<file path="src/rtl/clb_pkg.sv">
// shared types, codes and defaults for the cursor list buffer
package clb_pkg;

	localparam int CAPACITY_DEF = 64;

	localparam logic [2:0] KIND_INSERT = 3'd0;
	localparam logic [2:0] KIND_APPEND = 3'd1;
	localparam logic [2:0] KIND_REMOVE = 3'd2;
	localparam logic [2:0] KIND_START  = 3'd3;
	localparam logic [2:0] KIND_END    = 3'd4;
	localparam logic [2:0] KIND_PREV   = 3'd5;
	localparam logic [2:0] KIND_NEXT   = 3'd6;
	localparam logic [2:0] KIND_MOVE   = 3'd7;

	localparam logic [1:0] STAT_OK     = 2'd0;
	localparam logic [1:0] STAT_EMPTY  = 2'd1;
	localparam logic [1:0] STAT_BADPOS = 2'd2;
	localparam logic [1:0] STAT_FULL   = 2'd3;

	typedef enum logic [4:0] {
		CMD_NONE,
		CMD_ACCEPT,
		CMD_INS_RD,
		CMD_INS_WR,
		CMD_INS_PUT,
		CMD_APP,
		CMD_REM_RD,
		CMD_REM_CAP,
		CMD_REM_NXT,
		CMD_REM_WR,
		CMD_REM_END,
		CMD_RO_RD,
		CMD_RO_WR,
		CMD_CP_RD,
		CMD_CP_WR,
		CMD_FIN_OUT,
		CMD_RO_END
	} cmd_t;

	typedef struct packed {
		logic       in_reorder;
		logic [2:0] in_kind;
		logic       full;
		logic       empty;
		logic       short_list;
		logic       ins_more;
		logic       rem_more;
		logic       k_more;
	} dp_status_t;

endpackage

</file>
<file path="src/rtl/clb_ctrl.sv">
// sequencer that steps the datapath through each operation
module clb_ctrl (
	input  logic                clk,
	input  logic                arst_n,
	input  logic                in_valid,
	output logic                in_ready,
	output logic                out_valid,
	input  logic                out_ready,
	input  clb_pkg::dp_status_t st,
	output clb_pkg::cmd_t       cmd
);

	typedef enum logic [13:0] {
		S_IDLE     = 14'b00000000000001,
		S_INS_LOOP = 14'b00000000000010,
		S_INS_WR   = 14'b00000000000100,
		S_APP_WR   = 14'b00000000001000,
		S_REM_RD   = 14'b00000000010000,
		S_REM_CAP  = 14'b00000000100000,
		S_REM_LOOP = 14'b00000001000000,
		S_REM_WR   = 14'b00000010000000,
		S_RO_LOOP  = 14'b00000100000000,
		S_RO_WR    = 14'b00001000000000,
		S_CP_LOOP  = 14'b00010000000000,
		S_CP_WR    = 14'b00100000000000,
		S_FIN_RD   = 14'b01000000000000,
		S_FIN_OUT  = 14'b10000000000000
	} state_t;

	state_t state_q, state_d;
	logic   out_valid_q;
	logic   load_out;

	assign in_ready  = (state_q == S_IDLE);
	assign out_valid = out_valid_q;
	assign load_out  = (state_q == S_FIN_OUT) && (!out_valid_q || out_ready);

	always_comb begin
		state_d = state_q;
		cmd     = clb_pkg::CMD_NONE;
		unique case (state_q)
			S_IDLE: begin
				if (in_valid) begin
					cmd = clb_pkg::CMD_ACCEPT;
					if (st.in_reorder) begin
						state_d = st.short_list ? S_FIN_RD : S_RO_LOOP;
					end else begin
						unique case (st.in_kind)
							clb_pkg::KIND_INSERT: state_d = st.full ? S_FIN_RD : S_INS_LOOP;
							clb_pkg::KIND_APPEND: state_d = st.full ? S_FIN_RD : S_APP_WR;
							clb_pkg::KIND_REMOVE: state_d = st.empty ? S_FIN_RD : S_REM_RD;
							default:              state_d = S_FIN_RD;
						endcase
					end
				end
			end
			S_INS_LOOP: begin
				if (st.ins_more) begin
					cmd     = clb_pkg::CMD_INS_RD;
					state_d = S_INS_WR;
				end else begin
					cmd     = clb_pkg::CMD_INS_PUT;
					state_d = S_FIN_RD;
				end
			end
			S_INS_WR: begin
				cmd     = clb_pkg::CMD_INS_WR;
				state_d = S_INS_LOOP;
			end
			S_APP_WR: begin
				cmd     = clb_pkg::CMD_APP;
				state_d = S_FIN_RD;
			end
			S_REM_RD: begin
				cmd     = clb_pkg::CMD_REM_RD;
				state_d = S_REM_CAP;
			end
			S_REM_CAP: begin
				cmd     = clb_pkg::CMD_REM_CAP;
				state_d = S_REM_LOOP;
			end
			S_REM_LOOP: begin
				if (st.rem_more) begin
					cmd     = clb_pkg::CMD_REM_NXT;
					state_d = S_REM_WR;
				end else begin
					cmd     = clb_pkg::CMD_REM_END;
					state_d = S_FIN_RD;
				end
			end
			S_REM_WR: begin
				cmd     = clb_pkg::CMD_REM_WR;
				state_d = S_REM_LOOP;
			end
			S_RO_LOOP: begin
				if (st.k_more) begin
					cmd     = clb_pkg::CMD_RO_RD;
					state_d = S_RO_WR;
				end else begin
					cmd     = clb_pkg::CMD_RO_END;
					state_d = S_CP_LOOP;
				end
			end
			S_RO_WR: begin
				cmd     = clb_pkg::CMD_RO_WR;
				state_d = S_RO_LOOP;
			end
			S_CP_LOOP: begin
				if (st.k_more) begin
					cmd     = clb_pkg::CMD_CP_RD;
					state_d = S_CP_WR;
				end else begin
					state_d = S_FIN_RD;
				end
			end
			S_CP_WR: begin
				cmd     = clb_pkg::CMD_CP_WR;
				state_d = S_CP_LOOP;
			end
			S_FIN_RD: begin
				state_d = S_FIN_OUT;
			end
			S_FIN_OUT: begin
				if (load_out) begin
					cmd     = clb_pkg::CMD_FIN_OUT;
					state_d = S_IDLE;
				end
			end
			default: state_d = S_IDLE;
		endcase
	end

	always_ff @(posedge clk or negedge arst_n) begin
		if (!arst_n) begin
			state_q     <= S_IDLE;
			out_valid_q <= 1'b0;
		end else begin
			state_q <= state_d;
			if (load_out) begin
				out_valid_q <= 1'b1;
			end else if (out_ready) begin
				out_valid_q <= 1'b0;
			end
		end
	end

endmodule

</file>
<file path="src/rtl/clb_dp.sv">
// datapath: entry memory, scratch memory, length, cursor and result registers
module clb_dp #(
	parameter int CAPACITY = clb_pkg::CAPACITY_DEF
) (
	input  logic                 clk,
	input  logic                 arst_n,
	input  clb_pkg::cmd_t        cmd,
	output clb_pkg::dp_status_t  st,
	input  logic [2:0]           kind,
	input  logic                 do_reorder,
	input  logic signed [31:0]   new_value,
	input  logic [5:0]           target_position,
	output logic [1:0]           status,
	output logic signed [31:0]   removed_value,
	output logic signed [31:0]   cursor_value,
	output logic                 cursor_valid,
	output logic [6:0]           list_length,
	output logic [5:0]           cursor_position
);

	localparam int CW = $clog2(CAPACITY + 1);
	localparam int IW = $clog2(CAPACITY);

	logic [31:0]   store_mem [CAPACITY];
	logic [31:0]   scratch_mem [CAPACITY];
	logic [31:0]   rd_q, srd_q;
	logic [CW-1:0] count_q, ptr_q;
	logic [IW-1:0] cur_q, lo_q, hi_q;
	logic [31:0]   val_q;
	logic [1:0]    status_q;
	logic [31:0]   removed_q;

	logic          full, empty;
	logic [IW-1:0] raddr, waddr, saddr;
	logic          we, swe;
	logic [31:0]   wdata;
	logic [CW-1:0] ptr_inc, ptr_dec, cnt_dec, cur_ext;
	logic [1:0]    acc_status;
	logic [CW-1:0] acc_ptr;

	assign full    = (count_q >= CW'(CAPACITY));
	assign empty   = (count_q == '0);
	assign ptr_inc = ptr_q + CW'(1);
	assign ptr_dec = ptr_q - CW'(1);
	assign cnt_dec = count_q - CW'(1);
	assign cur_ext = CW'(cur_q);

	always_comb begin
		st.in_reorder = do_reorder;
		st.in_kind    = kind;
		st.full       = full;
		st.empty      = empty;
		st.short_list = (count_q <= CW'(2));
		st.ins_more   = (ptr_q > cur_ext);
		st.rem_more   = (ptr_inc < count_q);
		st.k_more     = (ptr_q < count_q);
	end

	// status and start pointer taken at accept
	always_comb begin
		acc_status = clb_pkg::STAT_OK;
		acc_ptr    = '0;
		if (!do_reorder) begin
			unique case (kind)
				clb_pkg::KIND_INSERT: begin
					acc_ptr = count_q;
					if (full) acc_status = clb_pkg::STAT_FULL;
				end
				clb_pkg::KIND_APPEND: begin
					if (full) acc_status = clb_pkg::STAT_FULL;
				end
				clb_pkg::KIND_REMOVE: begin
					acc_ptr = cur_ext;
					if (empty) acc_status = clb_pkg::STAT_EMPTY;
				end
				clb_pkg::KIND_MOVE: begin
					if ({26'd0, target_position} >= 32'(count_q)) begin
						acc_status = clb_pkg::STAT_BADPOS;
					end
				end
				default: ;
			endcase
		end
	end

	always_comb begin
		raddr = cur_q;
		waddr = IW'(ptr_q);
		saddr = IW'(ptr_q);
		we    = 1'b0;
		swe   = 1'b0;
		wdata = rd_q;
		unique case (cmd)
			clb_pkg::CMD_INS_RD:  raddr = IW'(ptr_dec);
			clb_pkg::CMD_REM_NXT: raddr = IW'(ptr_inc);
			clb_pkg::CMD_RO_RD:   raddr = ptr_q[0] ? hi_q : lo_q;
			clb_pkg::CMD_INS_WR,
			clb_pkg::CMD_REM_WR:  we = 1'b1;
			clb_pkg::CMD_INS_PUT: begin
				we    = 1'b1;
				waddr = cur_q;
				wdata = val_q;
			end
			clb_pkg::CMD_APP: begin
				we    = 1'b1;
				waddr = IW'(count_q);
				wdata = val_q;
			end
			clb_pkg::CMD_RO_WR:   swe = 1'b1;
			clb_pkg::CMD_CP_WR: begin
				we    = 1'b1;
				wdata = srd_q;
			end
			default: ;
		endcase
	end

	always_ff @(posedge clk) begin
		if (we) begin
			store_mem[waddr] <= wdata;
		end
		rd_q <= store_mem[raddr];
	end

	always_ff @(posedge clk) begin
		if (swe) begin
			scratch_mem[saddr] <= rd_q;
		end
		srd_q <= scratch_mem[saddr];
	end

	always_ff @(posedge clk or negedge arst_n) begin
		if (!arst_n) begin
			count_q <= '0;
			cur_q   <= '0;
		end else begin
			unique case (cmd)
				clb_pkg::CMD_ACCEPT: begin
					if (!do_reorder) begin
						unique case (kind)
							clb_pkg::KIND_START: cur_q <= '0;
							clb_pkg::KIND_END:   cur_q <= empty ? '0 : IW'(cnt_dec);
							clb_pkg::KIND_PREV: begin
								if (cur_q != '0) cur_q <= cur_q - IW'(1);
							end
							clb_pkg::KIND_NEXT: begin
								if (!empty && (cur_ext < cnt_dec)) cur_q <= cur_q + IW'(1);
							end
							clb_pkg::KIND_MOVE: begin
								if ({26'd0, target_position} < 32'(count_q)) begin
									cur_q <= IW'(target_position);
								end
							end
							default: ;
						endcase
					end
				end
				clb_pkg::CMD_INS_PUT,
				clb_pkg::CMD_APP: count_q <= count_q + CW'(1);
				clb_pkg::CMD_REM_END: begin
					count_q <= cnt_dec;
					if ((cnt_dec == cur_ext) && (cur_q != '0)) cur_q <= cur_q - IW'(1);
				end
				default: ;
			endcase
		end
	end

	always_ff @(posedge clk) begin
		unique case (cmd)
			clb_pkg::CMD_ACCEPT: begin
				val_q     <= new_value;
				removed_q <= '0;
				status_q  <= acc_status;
				lo_q      <= '0;
				hi_q      <= IW'(cnt_dec);
				ptr_q     <= acc_ptr;
			end
			clb_pkg::CMD_INS_WR:  ptr_q <= ptr_dec;
			clb_pkg::CMD_REM_CAP: removed_q <= rd_q;
			clb_pkg::CMD_REM_WR:  ptr_q <= ptr_inc;
			clb_pkg::CMD_RO_WR: begin
				ptr_q <= ptr_inc;
				if (ptr_q[0]) begin
					hi_q <= hi_q - IW'(1);
				end else begin
					lo_q <= lo_q + IW'(1);
				end
			end
			clb_pkg::CMD_RO_RD: ;
			clb_pkg::CMD_RO_END:  ptr_q <= '0;
			clb_pkg::CMD_CP_WR:   ptr_q <= ptr_inc;
			clb_pkg::CMD_FIN_OUT: begin
				status          <= status_q;
				removed_value   <= $signed(removed_q);
				cursor_value    <= empty ? 32'sd0 : $signed(rd_q);
				cursor_valid    <= !empty;
				list_length     <= 7'(count_q);
				cursor_position <= 6'(cur_q);
			end
			default: ;
		endcase
	end

endmodule

</file>
<file path="src/rtl/cursor_list_buffer_top.sv">
// top level of the cursor list buffer
// One item at a time: the block takes a beat only when idle and answers with one result beat.
// Insert and remove shift the entries from the cursor to the end of the list, and reorder works
// on every entry unless the list holds two or less. The work is set by the single-port entry
// memory with its registered read, which moves one entry at a time, and reorder goes through a
// scratch memory and back. A result that waits on the output holds the block in its last step
// until it is taken.
module cursor_list_buffer_top #(
	parameter int CAPACITY = clb_pkg::CAPACITY_DEF
) (
	input  logic               clk,
	input  logic               arst_n,
	input  logic               in_valid,
	output logic               in_ready,
	input  logic [2:0]         kind,
	input  logic               do_reorder,
	input  logic signed [31:0] new_value,
	input  logic [5:0]         target_position,
	output logic               out_valid,
	input  logic               out_ready,
	output logic [1:0]         status,
	output logic signed [31:0] removed_value,
	output logic signed [31:0] cursor_value,
	output logic               cursor_valid,
	output logic [6:0]         list_length,
	output logic [5:0]         cursor_position
);

	clb_pkg::cmd_t       cmd;
	clb_pkg::dp_status_t st;

	clb_ctrl u_ctrl (
		.clk       (clk),
		.arst_n    (arst_n),
		.in_valid  (in_valid),
		.in_ready  (in_ready),
		.out_valid (out_valid),
		.out_ready (out_ready),
		.st        (st),
		.cmd       (cmd)
	);

	clb_dp #(
		.CAPACITY (CAPACITY)
	) u_dp (
		.clk             (clk),
		.arst_n          (arst_n),
		.cmd             (cmd),
		.st              (st),
		.kind            (kind),
		.do_reorder      (do_reorder),
		.new_value       (new_value),
		.target_position (target_position),
		.status          (status),
		.removed_value   (removed_value),
		.cursor_value    (cursor_value),
		.cursor_valid    (cursor_valid),
		.list_length     (list_length),
		.cursor_position (cursor_position)
	);

endmodule

</file>
<file path="config.mk">
export PLATFORM = sky130hd
export DESIGN_NAME = cursor_list_buffer_top
export DESIGN_NICKNAME = d
export VERILOG_FILES = /design/src/rtl/clb_pkg.sv /design/src/rtl/clb_ctrl.sv /design/src/rtl/clb_dp.sv /design/src/rtl/cursor_list_buffer_top.sv
export SDC_FILE = /design/constraint.sdc
export NUM_CORES = 2
export LEC_CHECK = 0
export ABC_AREA = 1
export BUFFER_PORTS_ARGS = -buffer_cell sky130_fd_sc_hd__buf_4
export CAP_MARGIN = 30
export CELL_PAD_IN_SITES_DETAIL_PLACEMENT = 0
export CELL_PAD_IN_SITES_GLOBAL_PLACEMENT = 1
export CORE_ASPECT_RATIO = 1.5
export CORE_MARGIN = 4
export CORE_UTILIZATION = 45
export DETAILED_ROUTE_END_ITERATION = 10
export PLACE_DENSITY_LB_ADDON = 0.25
export SLEW_MARGIN = 20
export SYNTH_ARGS = -nofsm -noshare
export SYNTH_HDL_FRONTEND = slang
export SYNTH_SLANG_ARGS = --single-unit
</file>
<file path="constraint.sdc">
create_clock -name clk -period 14.31 [get_ports clk]
set_input_delay 0.7155 -clock clk [delete_from_list [all_inputs] [get_ports clk]]
set_output_delay 0.7155 -clock clk [all_outputs]
set_load 0.01 [all_outputs]
</file>
==> impl_metrics.json <==
{
  "status": "completed",
  "max_cap_viol_count": 0,
  "grt_max_degree": 182,
  "cts-buffers-inserted": 413,
  "grt_antenna_before_repair": 24,
  "ant_nets": 0,
  "skew_ns": 0.0504,
  "drv_slew": 0,
  "root_buffer": "clkbuf_16",
  "ir_worst_vdd_mv": 0.226,
  "cts_resized": 0,
  "min_period_ns": 8.07,
  "ys_types": 58,
  "grt_usage": 0.284,
  "syn-num-nets": 14343,
  "yosysTopAreaCellShare": 0.718,
  "max_freq_mhz": 124,
  "initial_utilization": 0.452,
  "synth.yosys.seq_area_share": 0.730,
  "final_util": 0.507,
  "yosys_warnings": 0,
  "dp_slack_ns": 6.49,
  "drt_pass1_iterations": 6,
  "ios": 128,
  "vias": 116683,
  "synth.ff_latch_count": 4353,
  "drt_iter0_markers": 12652,
  "core_region_area_mm2": 0.394,
  "synthTopCellsByArea": "edfxtp_1, nand3_1, inv_1, nand2_1, nand4_1",
  "synthCells": 14256,
  "crit_arrival_ns": 8.92,
  "synthArstFlopShare": 0.00643,
  "wirelength_um": 589000,
  "insertion_delay_ns": 0.97,
  "grt_pass1_wl_um": 832000,
  "path_class": "reg2reg",
  "clk_path_buf_depth": 4,
  "fin_nets": 14348,
  "min_path_type": "in2reg",
  "required_ns": 15.16,
  "endpoint_kind": "flip-flop",
  "rsz0062_at_grt": "no",
  "die_h_um": 778,
  "synth-adder-area-share": 0.00288,
  "ctsHtreeMaxLevel": 5,
  "maxSlewHeadroom": 0.0727,
  "final.period_utilization": 0.564,
  "synth_top_family_by_area": "simple AND/OR/NAND/NOR gates",
  "syn_area_mm2": 0.178,
  "clk_pin_slew_ns": 0.07,
  "routabilityCongestion": 0.878,
  "cts_sinks": 4353,
  "synth_edf_count": 4261,
  "syn_avg_cell_area_um2": 12.5,
  "worst_pin_slew_ns": 1.39,
  "power_density_mw_per_mm2": 187,
  "start_kind": "flip-flop",
  "grt.overflow.total": 0,
  "setup_viol": 0,
  "power.total_mw": 37.3,
  "power_leakage_nw": 73.4,
  "area_growth_pct": 12.2,
  "dpl.hpwl_um": 327000,
  "ys.flop_type": "edfxtp_1",
  "synth_mux_area_frac": 0.0000562,
  "finalSetupTns_ns": 0,
  "synthSimpleGateAreaFrac": 0.152,
  "fin_ws_ns": 6.24,
  "synth-xor-area-share": 0.00138,
  "fp-row-count": 282,
  "critical_path_peak_fanout": 121,
  "synth_area_leader_cell": "edfxtp_1",
  "drive_gt1_frac": 0.0942,
  "viasPerCell": 5.86,
  "cts_tree": "done",
  "drc_errors": 0,
  "port_buffers": 127,
  "wl_per_cell_um": 29.6,
  "die-area_mm2": 0.406,
  "synth_compound_area_frac": 0.0454,
  "hold_viol_final": 0,
  "grt_pass1_vias": 112194,
  "die_x_um": 522
}
-- final timing paths --
path	startpoint	endpoint	slack, ns	cells past startpoint
setup / recovery	u_dp.ptr_q[0]	u_dp.rd_q[24]	6.24	22
hold / removal	new_value[19]	u_dp.val_q[19]	0.07	1
setup reg to reg	u_dp.ptr_q[0]	u_dp.rd_q[24]	6.24	22
hold reg to reg	u_dp.removed_q[18]	u_dp.removed_value[18]	0.42	0
max in group asynchronous	arst_n	u_ctrl.state_q[0]	13.70	2
min in group asynchronous	arst_n	u_dp.count_q[4]	0.26	2
-- state kept, by name, summed over array words and instances, names as in the netlist --
name                  count
u_dp.cursor_valid         1
u_dp.removed_q           32
u_dp.list_length          7
u_dp.status_q             2
u_dp.ptr_q                7
u_dp.val_q               32
u_dp.removed_value       32
u_dp.hi_q                 6
u_dp.count_q              7
u_dp.status               2
u_dp.store_mem         2048
u_dp.cursor_value        32
u_dp.cur_q                6
u_dp.scratch_mem       2048
u_dp.srd_q               32
u_dp.rd_q                32
u_dp.cursor_position      6
u_dp.lo_q                 6
u_ctrl.state_q           14
u_ctrl.out_valid          1
-- metal layers --
metal,track usage,up-vias,share of wire
met2,0.487,5020,0.50
met4,0.185,0,0.076
li1,-,51293,-
met1,0.338,59165,0.36
met5,0,-,0
met3,0.0340,1205,0.066
-- power by group --
group          internal, mW  total, mW  switching (mW)
logic                  2.03       9.92            7.89
registers              16.1       16.6           0.448
clock network          5.96       10.8            4.86
-- critical path, stage by stage (launching register included) --
cell,delay (ns)
edfxtp_1,0.89
inv_2,0.35
nor2_4,0.32
nand2_1,0.11
a221oi_1,0.44
ha_1,0.19
nand2_1,0.06
nor2_1,0.11
nand2_1,0.10
nand3_2,0.15
nand2_1,0.15
nand2_8,0.63
buf_4,0.65
buf_4,0.67
buf_4,0.79
buf_4,0.75
nand4_1,0.18
nand3_1,0.15
nand3_1,0.10
nand3_1,0.11
nand3_1,0.29
nand3_1,0.37
nand2_1,0.07
-- cell usage after synthesis, types with 8 or more instances --
master / instances
edfxtp_1: 4261
clkbuf_1: 466
buf_2: 339
nand4_1: 1234
nor3_1: 25
inv_2: 14
or2_2: 24
a221oi_1: 221
nand2_1: 2101
buf_1: 108
dfrtp_1: 27
nor2_1: 239
xor2_1: 21
a21oi_1: 77
a22o_1: 240
dfxtp_1: 64
a31oi_1: 8
o22ai_1: 15
o21ai_0: 106
nand3_1: 1983
nor4_1: 14
inv_1: 2170
buf_4: 15
ha_1: 41
a22oi_1: 356
-- timing repair --
item	in CTS	in global routing
setup buffers	0	0
hold buffers	30	0
endpoints found under the hold margin	57	0
-- through the flow --
step	hold WS [ns]	area, um2	std cells
4_1_cts	0.00535	200000	19861
5_1_grt	0.0379	200000	19904
3_3_place_gp	0.405	186000	19052
3_5_place_dp	0.406	186000	19067
2_1_floorplan	0.400	178000	14256
6_report	0.0708	200000	19916
-- final cells by class --
type	instances	area (um2)
fillers	34043	194000
flip-flops and latches	4353	130000
multi-input cells	6782	37200
clock buffers	495	10700
inverters	2189	8230
well taps	5254	6570
repair buffers	522	4480
clock inverters	269	2350
diodes	52	130
-- logic make-up (layout without fill, tap and decap cells) --
family | after synthesis | after routing
mux | 1 | 1
xor+xnor | 28 | 28
buf+inv | 3121 | 3475
fa+ha+maj | 41 | 41
simple gates | 5649 | 5649
compound gates | 1063 | 1063
other cells | 0 | 52
flops | 4353 | 4353
-- cell usage in the layout, fill, tap and decap left out, types with 52 or more instances in the layout --
| cell type | netlist | layout |
|---|---|---|
| a22o_1 | 240 | 240 |
| clkbuf_16 | 0 | 416 |
| nand4_1 | 1234 | 1234 |
| edfxtp_1 | 4261 | 4261 |
| diode_2 | 0 | 52 |
| a22oi_1 | 356 | 356 |
| clkbuf_1 | 466 | 77 |
| clkinv_2 | 0 | 100 |
| clkinv_1 | 5 | 97 |
| a221oi_1 | 221 | 220 |
| nand2_1 | 2101 | 2069 |
| nor2_1 | 239 | 105 |
| nor2_4 | 6 | 140 |
| a21oi_1 | 77 | 76 |
| nand3_1 | 1983 | 1982 |
| o21ai_0 | 106 | 105 |
| inv_1 | 2170 | 2166 |
| buf_4 | 15 | 455 |
Note: power is estimated with default switching activity, not from simulation.
